### src/rtl/sha_pkg.sv
// Package for the SHA-256 stream hasher: item types, codes, constants
// and the rotate function. No dependencies.
package sha_pkg;

   localparam int BlockBytes = 64;
   localparam int Rounds = 64;
   localparam int DigestWords = 8;

   localparam logic [1:0] ACT_ABSORB = 2'd0;
   localparam logic [1:0] ACT_ABSORB_FINISH = 2'd1;
   localparam logic [1:0] ACT_FINISH = 2'd2;

   localparam logic [7:0] PAD_BYTE = 8'h80;
   localparam logic [5:0] LEN_POS = 6'd56;

   typedef struct packed {
      logic [1:0] action;
      logic [7:0] data_byte;
   } req_type;

   typedef struct packed {
      logic [31:0] digest_word;
      logic [2:0]  word_index;
      logic        last_word;
   } rsp_type;

   typedef logic [31:0] word_type;

   localparam word_type INIT_H [DigestWords] = '{
      32'h6a09e667, 32'hbb67ae85, 32'h3c6ef372, 32'ha54ff53a,
      32'h510e527f, 32'h9b05688c, 32'h1f83d9ab, 32'h5be0cd19};

   localparam word_type ROUND_K [Rounds] = '{
      32'h428a2f98, 32'h71374491, 32'hb5c0fbcf, 32'he9b5dba5, 32'h3956c25b, 32'h59f111f1,
      32'h923f82a4, 32'hab1c5ed5, 32'hd807aa98, 32'h12835b01, 32'h243185be, 32'h550c7dc3,
      32'h72be5d74, 32'h80deb1fe, 32'h9bdc06a7, 32'hc19bf174, 32'he49b69c1, 32'hefbe4786,
      32'h0fc19dc6, 32'h240ca1cc, 32'h2de92c6f, 32'h4a7484aa, 32'h5cb0a9dc, 32'h76f988da,
      32'h983e5152, 32'ha831c66d, 32'hb00327c8, 32'hbf597fc7, 32'hc6e00bf3, 32'hd5a79147,
      32'h06ca6351, 32'h14292967, 32'h27b70a85, 32'h2e1b2138, 32'h4d2c6dfc, 32'h53380d13,
      32'h650a7354, 32'h766a0abb, 32'h81c2c92e, 32'h92722c85, 32'ha2bfe8a1, 32'ha81a664b,
      32'hc24b8b70, 32'hc76c51a3, 32'hd192e819, 32'hd6990624, 32'hf40e3585, 32'h106aa070,
      32'h19a4c116, 32'h1e376c08, 32'h2748774c, 32'h34b0bcb5, 32'h391c0cb3, 32'h4ed8aa4a,
      32'h5b9cca4f, 32'h682e6ff3, 32'h748f82ee, 32'h78a5636f, 32'h84c87814, 32'h8cc70208,
      32'h90befffa, 32'ha4506ceb, 32'hbef9a3f7, 32'hc67178f2};

   function automatic word_type ror(input word_type x, input int n);
      ror = (x >> n) | (x << (32 - n));
   endfunction

endpackage

### src/rtl/sha_round.sv
// One SHA-256 round unit, shared over all 64 rounds, with its own message
// schedule window of sixteen words. Depends on sha_pkg.
module sha_round
   import sha_pkg::*;
(
   input  logic     clock,
   input  logic     load,
   input  word_type load_word,
   input  logic     step,
   input  logic     init,
   input  word_type init_v [8],
   input  logic [5:0] round,
   output word_type v_out [8]
);

   word_type w_ff [16];
   word_type w_in [16];
   word_type v_ff [8];
   word_type v_in [8];
   word_type lo, hi, wnew, wcur, t1, t2, big0, big1, ch, maj;

   always_comb begin
      lo = ror(w_ff[1], 7) ^ ror(w_ff[1], 18) ^ (w_ff[1] >> 3);
      hi = ror(w_ff[14], 17) ^ ror(w_ff[14], 19) ^ (w_ff[14] >> 10);
      wnew = w_ff[0] + lo + w_ff[9] + hi;
      wcur = w_ff[0];
      big1 = ror(v_ff[4], 6) ^ ror(v_ff[4], 11) ^ ror(v_ff[4], 25);
      ch = (v_ff[4] & v_ff[5]) ^ (~v_ff[4] & v_ff[6]);
      t1 = v_ff[7] + big1 + ch + ROUND_K[round] + wcur;
      big0 = ror(v_ff[0], 2) ^ ror(v_ff[0], 13) ^ ror(v_ff[0], 22);
      maj = (v_ff[0] & v_ff[1]) ^ (v_ff[0] & v_ff[2]) ^ (v_ff[1] & v_ff[2]);
      t2 = big0 + maj;
      w_in = w_ff;
      v_in = v_ff;
      if (load || step) begin
         for (int i = 0; i < 15; i++) w_in[i] = w_ff[i + 1];
         w_in[15] = load ? load_word : wnew;
      end
      if (init) begin
         v_in = init_v;
      end else if (step) begin
         v_in[7] = v_ff[6]; v_in[6] = v_ff[5]; v_in[5] = v_ff[4];
         v_in[4] = v_ff[3] + t1;
         v_in[3] = v_ff[2]; v_in[2] = v_ff[1]; v_in[1] = v_ff[0];
         v_in[0] = t1 + t2;
      end
   end

   always_ff @(posedge clock) begin
      w_ff <= w_in;
      v_ff <= v_in;
   end

   assign v_out = v_ff;

endmodule

### src/rtl/sha256_stream_hasher.sv
// SHA-256 stream hasher: top level with byte gathering, padding sequencer
// and digest output. Depends on sha_pkg and sha_round.
//
// Usage: the req channel carries one item per message byte (action 0),
// a last byte with finish (action 1) or a bare finish (action 2); action 3
// is dropped. The rsp channel returns eight digest words per finish, most
// significant first, word_index 0..7, last_word set on the eighth.
// Bytes are packed into words and shifted straight into the schedule window
// of the shared round unit, so no block store is kept.
// A plain byte that does not fill a block leaves req_ready high. A byte
// that completes a 64-byte block starts the compression: 64 rounds in one
// shared round unit, then an add into the hash words; req_ready returns
// once the add is done.
// A finish feeds padding and length bytes one per cycle and runs one or two
// compressions before the first digest word appears. The words are then
// presented one per accepted rsp item; a stalled receiver holds the block
// until all eight are taken.
// After the eighth word the hash words return to their initial values.
// Reset (synchronous, active high) restores initial hash values, fill and
// byte count.
module sha256_stream_hasher
   import sha_pkg::*;
(
   input  logic    clock,
   input  logic    reset,
   input  logic    req_valid,
   output logic    req_ready,
   input  req_type req_data,
   output logic    rsp_valid,
   input  logic    rsp_ready,
   output rsp_type rsp_data
);

   typedef enum logic [2:0] {S_IDLE, S_ROUND, S_ADD, S_PAD, S_OUT} state_type;

   state_type   state_ff;
   logic [5:0]  fill_ff;
   logic [63:0] count_ff;
   logic        fin_ff;
   logic [5:0]  cnt_ff;
   logic [3:0]  pad_ff;
   logic [63:0] bits_ff;
   word_type    h_ff [8];
   logic [23:0] part_ff;

   word_type v_out [8];
   logic     rnd_load, rnd_step, rnd_init;
   word_type load_word;
   logic [7:0] pad_byte;
   logic       put;
   logic [7:0] put_byte;

   assign load_word = {part_ff, put_byte};
   assign rnd_load = put && (fill_ff[1:0] == 2'd3);
   assign rnd_step = (state_ff == S_ROUND);
   assign rnd_init = (state_ff == S_IDLE) || (state_ff == S_PAD);

   sha_round u_round (
      .clock(clock), .load(rnd_load), .load_word(load_word), .step(rnd_step),
      .init(rnd_init), .init_v(h_ff), .round(cnt_ff), .v_out(v_out));

   assign req_ready = (state_ff == S_IDLE);
   assign rsp_valid = (state_ff == S_OUT);
   assign rsp_data.digest_word = h_ff[cnt_ff[2:0]];
   assign rsp_data.word_index = cnt_ff[2:0];
   assign rsp_data.last_word = (cnt_ff[2:0] == 3'd7);

   always_comb begin
      if (pad_ff == 4'd0) pad_byte = PAD_BYTE;
      else if (pad_ff == 4'd1) pad_byte = 8'd0;
      else pad_byte = bits_ff[63 - 8 * (pad_ff - 4'd2) -: 8];
      put = 1'b0;
      put_byte = req_data.data_byte;
      if (state_ff == S_IDLE && req_valid &&
          (req_data.action == ACT_ABSORB || req_data.action == ACT_ABSORB_FINISH)) put = 1'b1;
      if (state_ff == S_PAD) begin
         put = 1'b1;
         put_byte = pad_byte;
      end
   end

   always_ff @(posedge clock) begin
      if (put) part_ff <= {part_ff[15:0], put_byte};
      if (reset) begin
         state_ff <= S_IDLE;
         fill_ff <= '0;
         count_ff <= '0;
         fin_ff <= 1'b0;
         cnt_ff <= '0;
         pad_ff <= '0;
         h_ff <= INIT_H;
      end else begin
         unique case (state_ff)
            S_IDLE: if (req_valid) begin
               unique case (req_data.action)
                  ACT_ABSORB, ACT_ABSORB_FINISH: begin
                     count_ff <= count_ff + 64'd1;
                     bits_ff <= {count_ff[60:0] + 61'd1, 3'd0};
                     fill_ff <= fill_ff + 6'd1;
                     fin_ff <= (req_data.action == ACT_ABSORB_FINISH);
                     pad_ff <= '0;
                     cnt_ff <= '0;
                     if (fill_ff == 6'd63) state_ff <= S_ROUND;
                     else if (req_data.action == ACT_ABSORB_FINISH) state_ff <= S_PAD;
                  end
                  ACT_FINISH: begin
                     bits_ff <= {count_ff[60:0], 3'd0};
                     fin_ff <= 1'b1;
                     pad_ff <= '0;
                     state_ff <= S_PAD;
                  end
                  default: ;
               endcase
            end
            S_PAD: begin
               fill_ff <= fill_ff + 6'd1;
               if (fill_ff == LEN_POS - 6'd1) pad_ff <= 4'd2;
               else if (pad_ff < 4'd2) pad_ff <= 4'd1;
               else pad_ff <= pad_ff + 4'd1;
               if (fill_ff == 6'd63) begin
                  cnt_ff <= '0;
                  state_ff <= S_ROUND;
               end
            end
            S_ROUND: begin
               cnt_ff <= cnt_ff + 6'd1;
               if (cnt_ff == 6'(Rounds - 1)) state_ff <= S_ADD;
            end
            S_ADD: begin
               for (int i = 0; i < 8; i++) h_ff[i] <= h_ff[i] + v_out[i];
               cnt_ff <= '0;
               if (!fin_ff) state_ff <= S_IDLE;
               else if (pad_ff == 4'd10) state_ff <= S_OUT;
               else state_ff <= S_PAD;
            end
            S_OUT: if (rsp_ready) begin
               if (cnt_ff[2:0] == 3'd7) begin
                  h_ff <= INIT_H;
                  fill_ff <= '0;
                  count_ff <= '0;
                  fin_ff <= 1'b0;
                  cnt_ff <= '0;
                  state_ff <= S_IDLE;
               end else begin
                  cnt_ff <= cnt_ff + 6'd1;
               end
            end
            default: state_ff <= S_IDLE;
         endcase
      end
   end

endmodule

### config.mk
export PLATFORM = sky130hd
export DESIGN_NAME = sha256_stream_hasher
export DESIGN_NICKNAME = d
export VERILOG_FILES = /design/src/rtl/sha_pkg.sv /design/src/rtl/sha_round.sv /design/src/rtl/sha256_stream_hasher.sv
export SDC_FILE = /design/constraint.sdc
export NUM_CORES = 2
export LEC_CHECK = 0
export BUFFER_PORTS_ARGS = -buffer_cell sky130_fd_sc_hd__clkbuf_2
export CORE_UTILIZATION = 25
export CTS_CLUSTER_SIZE = 8
export DETAILED_ROUTE_END_ITERATION = 7
export PLACE_DENSITY_LB_ADDON = 0.3
export SYNTH_ARGS = -nofsm -noshare
export SYNTH_HDL_FRONTEND = slang
export SYNTH_SLANG_ARGS = --single-unit
### constraint.sdc
create_clock -name clock -period 29.4 [get_ports clock]
set_input_delay 8.82 -clock clock [delete_from_list [all_inputs] [get_ports clock]]
set_output_delay 8.82 -clock clock [all_outputs]
set_load 0.05 [all_outputs]
## Word level (Yosys, flattened, before mapping)

Memories as Yosys holds them, arrays and structs flattened.
Index checks and enable logic that the tools add are counted.
W data, S select, Z words.

- Register bits: 1196
- Latch bits: 0
- RAM bits: 0
- ROM bits: 2048
- Input port bits: 14
- Output and inout bits: 38
- Word-level logic and storage cells: 202
- Memories kept: 1

Memories:

| memory | words | width | read ports | clocked after Yosys merged registers in | wr ports | RTL line | RTL |
|---|---|---|---|---|---|---|---|
| (name not given) | 64 | 32 | 1 | 0 | 0 | sha_round.sv:29 | `t1 = v_ff[7] + big1 + ch + ROUND_K[round] + wcur;` |

- Add/subtract/negate cells: 25
- $mul: 0
- Divide/modulo/power cells: 0
- Order comparisons: 3
- Equality and inequality tests: 22
- Shift-type cells: 1
- Muxes and demuxes: 54
- Bitwise gates (word level): 30
- Reductions and logical operators: 26

Operator list:

| cell | number |
|---|---|
| $mux W256 | 4 |
| $add A32 B32 Y32 | 18 |
| $pmux W256 S2 | 1 |
| $xor A32 B32 Y32 | 9 |
| $mux W64 | 4 |
| $pmux W64 S2 | 2 |
| $and A32 B32 Y32 | 5 |
| $mux W32 | 5 |
| $bmux W32 S3 | 1 |
| $shiftx A71 B33 Y8 | 1 |
| $add A64 B1 Y64 const B | 1 |
| $add A61 B1 Y61 const B | 1 |
| $mux W6 | 9 |
| $not A32 Y32 | 1 |
| $or A10 B32 Y32 | 1 |
| $or A13 B32 Y32 | 1 |
| $or A14 B32 Y32 | 1 |
| $or A15 B32 Y32 | 1 |
| $or A19 B32 Y32 | 1 |
| $or A21 B32 Y32 | 1 |
| $or A25 B32 Y32 | 1 |
| $or A26 B32 Y32 | 1 |
| $or A30 B32 Y32 | 1 |
| $or A7 B32 Y32 | 1 |
| 48 further kinds | 89 |

## Longest topological paths before layout

- Depth after elaboration: 10
- Gate-level depth with buffers: 44
- Depth with buffers taken out: 41

## Hierarchy

A second synthesis with hierarchy kept.

- Cells, all modules: 6939
- Area, all modules: 73782.0 um2

Modules (own cells, without submodules):

| module | instances | cells each | area each (um2) | sequential area each (um2) |
|---|---|---|---|---|
| sha_round | 1 | 3373 | 43093.8 | 23062.1 |
| sha256_stream_hasher | 1 | 3566 | 30688.2 | 9298.9 |

## Worst setup path before layout

OpenSTA, ideal clock, no wires.

- Kind: in2reg
- Start point: input req_data[9] in the netlist's numbering
- End point: register u_round.w_ff[0] in the netlist's numbering, enable pin
- Library setup time: 3696 ps
- Arrival time: 19044 ps
- Required time: 25704 ps
- Path slack: 6659 ps
- Stages on the path: 9
- Cells stage by stage: inv_1 -> ha_1 -> o21ai_0 -> or3_1 -> nand2_1 -> nand2_1 -> clkbuf_1 -> clkbuf_1 -> nand2_1

- Cells in the longest elaborated chain, start to end: 7
- Elaborated cells on any way between the ends: 8

RTL lines:

| element | RTL line | RTL |
|---|---|---|
| start: declaration | sha256_stream_hasher.sv:28 | `input req_type req_data,` |
| $eq A2 B1 Y1 / $logic_not A2 Y1 (equally long branches) | sha256_stream_hasher.sv:75 | `(req_data.action == ACT_ABSORB \|\| req_data.action == ACT_ABSORB_FINISH)) put = 1'b1;` |
| $logic_or A1 B1 Y1 (*) | sha256_stream_hasher.sv:75 |  |
| $logic_and A1 B1 Y1 (*) | sha256_stream_hasher.sv:74 | `if (state_ff == S_IDLE && req_valid &&` |
| $mux W1 (*) | sha256_stream_hasher.sv:74 |  |
| $mux W1 (*) | sha256_stream_hasher.sv:76 | `if (state_ff == S_PAD) begin` |
| $logic_and A1 B1 Y1 (*) | sha256_stream_hasher.sv:54 | `assign rnd_load = put && (fill_ff[1:0] == 2'd3);` |
| $logic_or A1 B1 Y1 (*) | sha_round.sv:35 | `if (load \|\| step) begin` |
| end signal: assignment | sha_round.sv:50 | `w_ff <= w_in;` |
| end: declaration | sha_round.sv:16 | `word_type w_ff [16];` |

Mark *: on every way between the ends. The rest lies on a longest branch, timed or not.
A chain may end at the register's enable or synchronous reset.

## Final worst setup path

- Start point: input req_data[8] in the netlist's numbering
- End point: register u_round.w_ff[182] in the netlist's numbering, enable pin

The elaborated chain is that of the path after synthesis.

==> results.md <==
* Status: finished clean
* Port-buffer cells at 51
* Post-CTS Setup Bufs at 0
* Post-Syn Nets at 7,823
* Final hold vios at 0
* I/O pin total at 52
* Worst Setup Start Kind: input port
* Clk_skew at 0.0736 ns
* Routed vias at 54,900
* Tcrit/Tclk final at 0.484
* Share of cells above drive strength 1 at 0.0684
* Max-cap violations at 0
* Drt drc at 0
* Ys async rst share at 0
* Sequential share of the synthesized area at 0.445
* All-Layer GR Usage at 0.164
* Data arrival, critical path at 14.65 ns
* Top-count cell post-synth: nand2_1
* Via density per instance at 4.93
* Post-CTS Resized at 0
* Synth Flop Type: edfxtp_1
* Largest net degree at the start of global routing at 168
* Reg2reg end: u_round.v_out[255]
* Initial antenna violation count at 6
* HPWL Detailed at 177,000 µm
* Post-synth top cells: nand2_1, edfxtp_1, a21oi_1
* Vias in the first global route at 53,100
* Max FO, Critical Path at 167
* Drt wl/cell at 22.1 µm
* # setup viols final at 0
* Critical path origin: req_data[8]
* Post-synth top area share at 0.352
* DR iter-0 viols at 5,438
* TritonCTS clock tree: done
* Die height at 541 µm
* Synthesized flop and latch total at 1,190
* Row count at 197
* FF-to-FF Start: cnt_ff[0]
* WS Path Type: in2reg
* Die ar. at 293,000 µm²
* Core area at 289,000 µm²
* Max-slew headroom at 0.227
* P&R area growth vs syn at 13.2%
* Initial Util at 0.252
* Type of the worst min-delay path: reg2reg
* Worst setup EP type: flop
* # hold bufs at CTS at 0
* Clock Latency Late Sink at 0.85 ns
* CP Cell Sequence: clkbuf_2 > inv_1 > ha_1 > o21ai_0 > or3_2 > buf_4 > nand2_1 > buf_4 > nand2_1 > nand2_4 > buf_12 > buf_4 > buf_4
* Total wire length at 247,000 µm
* Htree depth at 4
* Placer Congestion at 0.921
* First-pass DRT Iterations at 6
* Unique masters post-synth at 84
* Tmin final at 14.22 ns
* Top area cells in the synthesized netlist: edfxtp_1, dfxtp_1, ha_1
* Ys Warns at 0
* Fillers at 30,000
* Horiz. Die Dim at 541 µm
* Slew @ Worst Pin at 1.15 ns
* R2r setup slk at 17.66 ns
* Max-slew violations at 0
* Synth Cell Area at 72,700 µm²
* Setup TNS at 0 ns
* Bufs on Longest Clock Path at 4
* Most frequent cell on the critical path: buf_4
* Clock root cell: clkbuf_16
* Avg Cell Area, Syn at 10.1 µm²
* First-pass GRT wire length at 359,000 µm
* Unrepaired setup endpoints after global routing: false
* Clock buffer count from CTS at 178
* Clk pin slew, worst setup/hold paths at 0.05 ns
* Hold Path Origin: u_round.w_ff[132]
* Critical Path Sink: u_round.w_ff[182]
* Clock sink total at 1,190
* Max incr delay on CP at 1.02 ns
* Routed Antenna Nets at 0
* Cell with the largest stage delay on the worst path: buf_4
* R2r worst-path depth at 37
* Cell taking the most area after synthesis: edfxtp_1
* Gr ovfl total at 0
* Post-Synthesis Cells at 7,206
* Worst path required time at 29.82 ns
* Number of synthesized flops with an enable pin at 853
* Fmax at 0.0703 GHz
* Nets at 7,784
[layout by cell type, fill, tap and decap left out, types with 15 or more instances in the layout]
| master | netlist | routed |
|---|---|---|
| nand2_1 | 1067 | 1063 |
| edfxtp_1 | 853 | 853 |
| a21oi_1 | 548 | 546 |
| nor2_1 | 509 | 505 |
| xnor2_1 | 414 | 414 |
| ha_1 | 408 | 407 |
| o21ai_0 | 360 | 360 |
| dfxtp_1 | 337 | 331 |
| inv_1 | 311 | 310 |
| xor2_1 | 211 | 211 |
| fa_1 | 195 | 195 |
| clkbuf_16 | 0 | 181 |
| a21o_1 | 179 | 178 |
| nand2b_1 | 141 | 140 |
| nand3_1 | 116 | 116 |
| nor3_1 | 117 | 116 |
| clkbuf_1 | 307 | 90 |
| o22ai_1 | 88 | 88 |
| buf_4 | 5 | 83 |
| mux4_2 | 82 | 82 |
| a22oi_1 | 68 | 68 |
| o21a_1 | 63 | 63 |
| a211oi_1 | 53 | 53 |
| clkbuf_2 | 1 | 50 |
| o21bai_1 | 50 | 49 |
| or3_1 | 48 | 46 |
| a31oi_1 | 45 | 45 |
| mux2i_1 | 44 | 44 |
| and3_1 | 45 | 44 |
| nor2b_1 | 43 | 43 |
| o31ai_1 | 33 | 33 |
| nand4_1 | 33 | 33 |
| and2_1 | 30 | 30 |
| a311oi_1 | 27 | 27 |
| o211ai_1 | 26 | 26 |
| maj3_1 | 26 | 26 |
| or2_2 | 19 | 19 |
| nand3b_1 | 15 | 15 |
[routing by layer]
metal | wire length, µm | up-vias | track usage
li1 | - | 25700 | -
met1 | 113000 | 27200 | 0.227
met2 | 112000 | 1743 | 0.263
met3 | 14100 | 367 | 0.0233
met4 | 7340 | 4 | 0.0484
met5 | 39 | - | 0.000986
[state kept, by name (all words and copies together), names as in the netlist]
register       count
state_ff           3
h_ff             256
fill_ff            6
part_ff           24
bits_ff           61
u_round.v_out    256
fin_ff             1
pad_ff             4
count_ff          61
u_round.wcur      32
u_round.w_ff     480
cnt_ff             6
[through the flow]
stage	hold WS, ns	setup WS, ns	util	instance area, µm²	instances
2_1_floorplan	0.400	6.66	-	72700	7206
3_3_place_gp	0.401	14.22	0.268	77300	10900
3_5_place_dp	0.405	14.22	0.268	77300	10900
4_1_cts	0.371	15.11	0.285	82300	11200
5_1_grt	0.370	14.65	0.285	82300	11200
6_report	0.375	15.18	0.285	82300	11200
[worst min-delay path by stage]
stage                                   end  slack, ns  cells after the start
final                     u_round.w_ff[164]       0.38                      0
after global placement    u_round.w_ff[334]       0.40                      0
after global routing      u_round.w_ff[164]       0.37                      0
after floorplan           u_round.w_ff[100]       0.40                      0
after CTS                 u_round.w_ff[164]       0.37                      0
after detailed placement  u_round.w_ff[121]       0.40                      0
[layout make-up]
type / instances / area [µm²] / share of cell area
inverter: 313 / 1170 / 0.0143
timing repair buffer: 137 / 948 / 0.0115
multi-input combinational: 5347 / 37900 / 0.461
sequential: 1190 / 32400 / 0.394
clock inverter: 10 / 98.8 / 0.00120
tap: 3880 / 4850 / 0.0590
antenna: 3 / 7.51 / 0.0000912
clock buffer: 274 / 4910 / 0.0597
[cell families (layout without fill, tap and decap cells)]
family | count (synthesis) | after routing | synth area share
and+or+nand+nor | 2251 | 2251 | 0.137
xor gates and xnor gates | 627 | 627 | 0.0759
DFF | 1190 | 1190 | 0.445
buffers and inverters | 669 | 734 | 0.0349
AOI/OAI and AO/OA | 1703 | 1703 | 0.146
adders and majority gates | 629 | 629 | 0.128
other | 0 | 3 | 0
muxes | 137 | 137 | 0.0332
[worst max-delay path: cells and delay by family]
kind / cells / cell delay [ns]
buffers and inverters: 7 / 3.60
and+or+nand+nor: 4 / 1.56
adders and majority gates: 1 / 0.20
AOI/OAI and AO/OA: 1 / 0.19
Power is not shown: default switching activity piles up to over one toggle a cycle in this logic, so the estimate is an artifact.
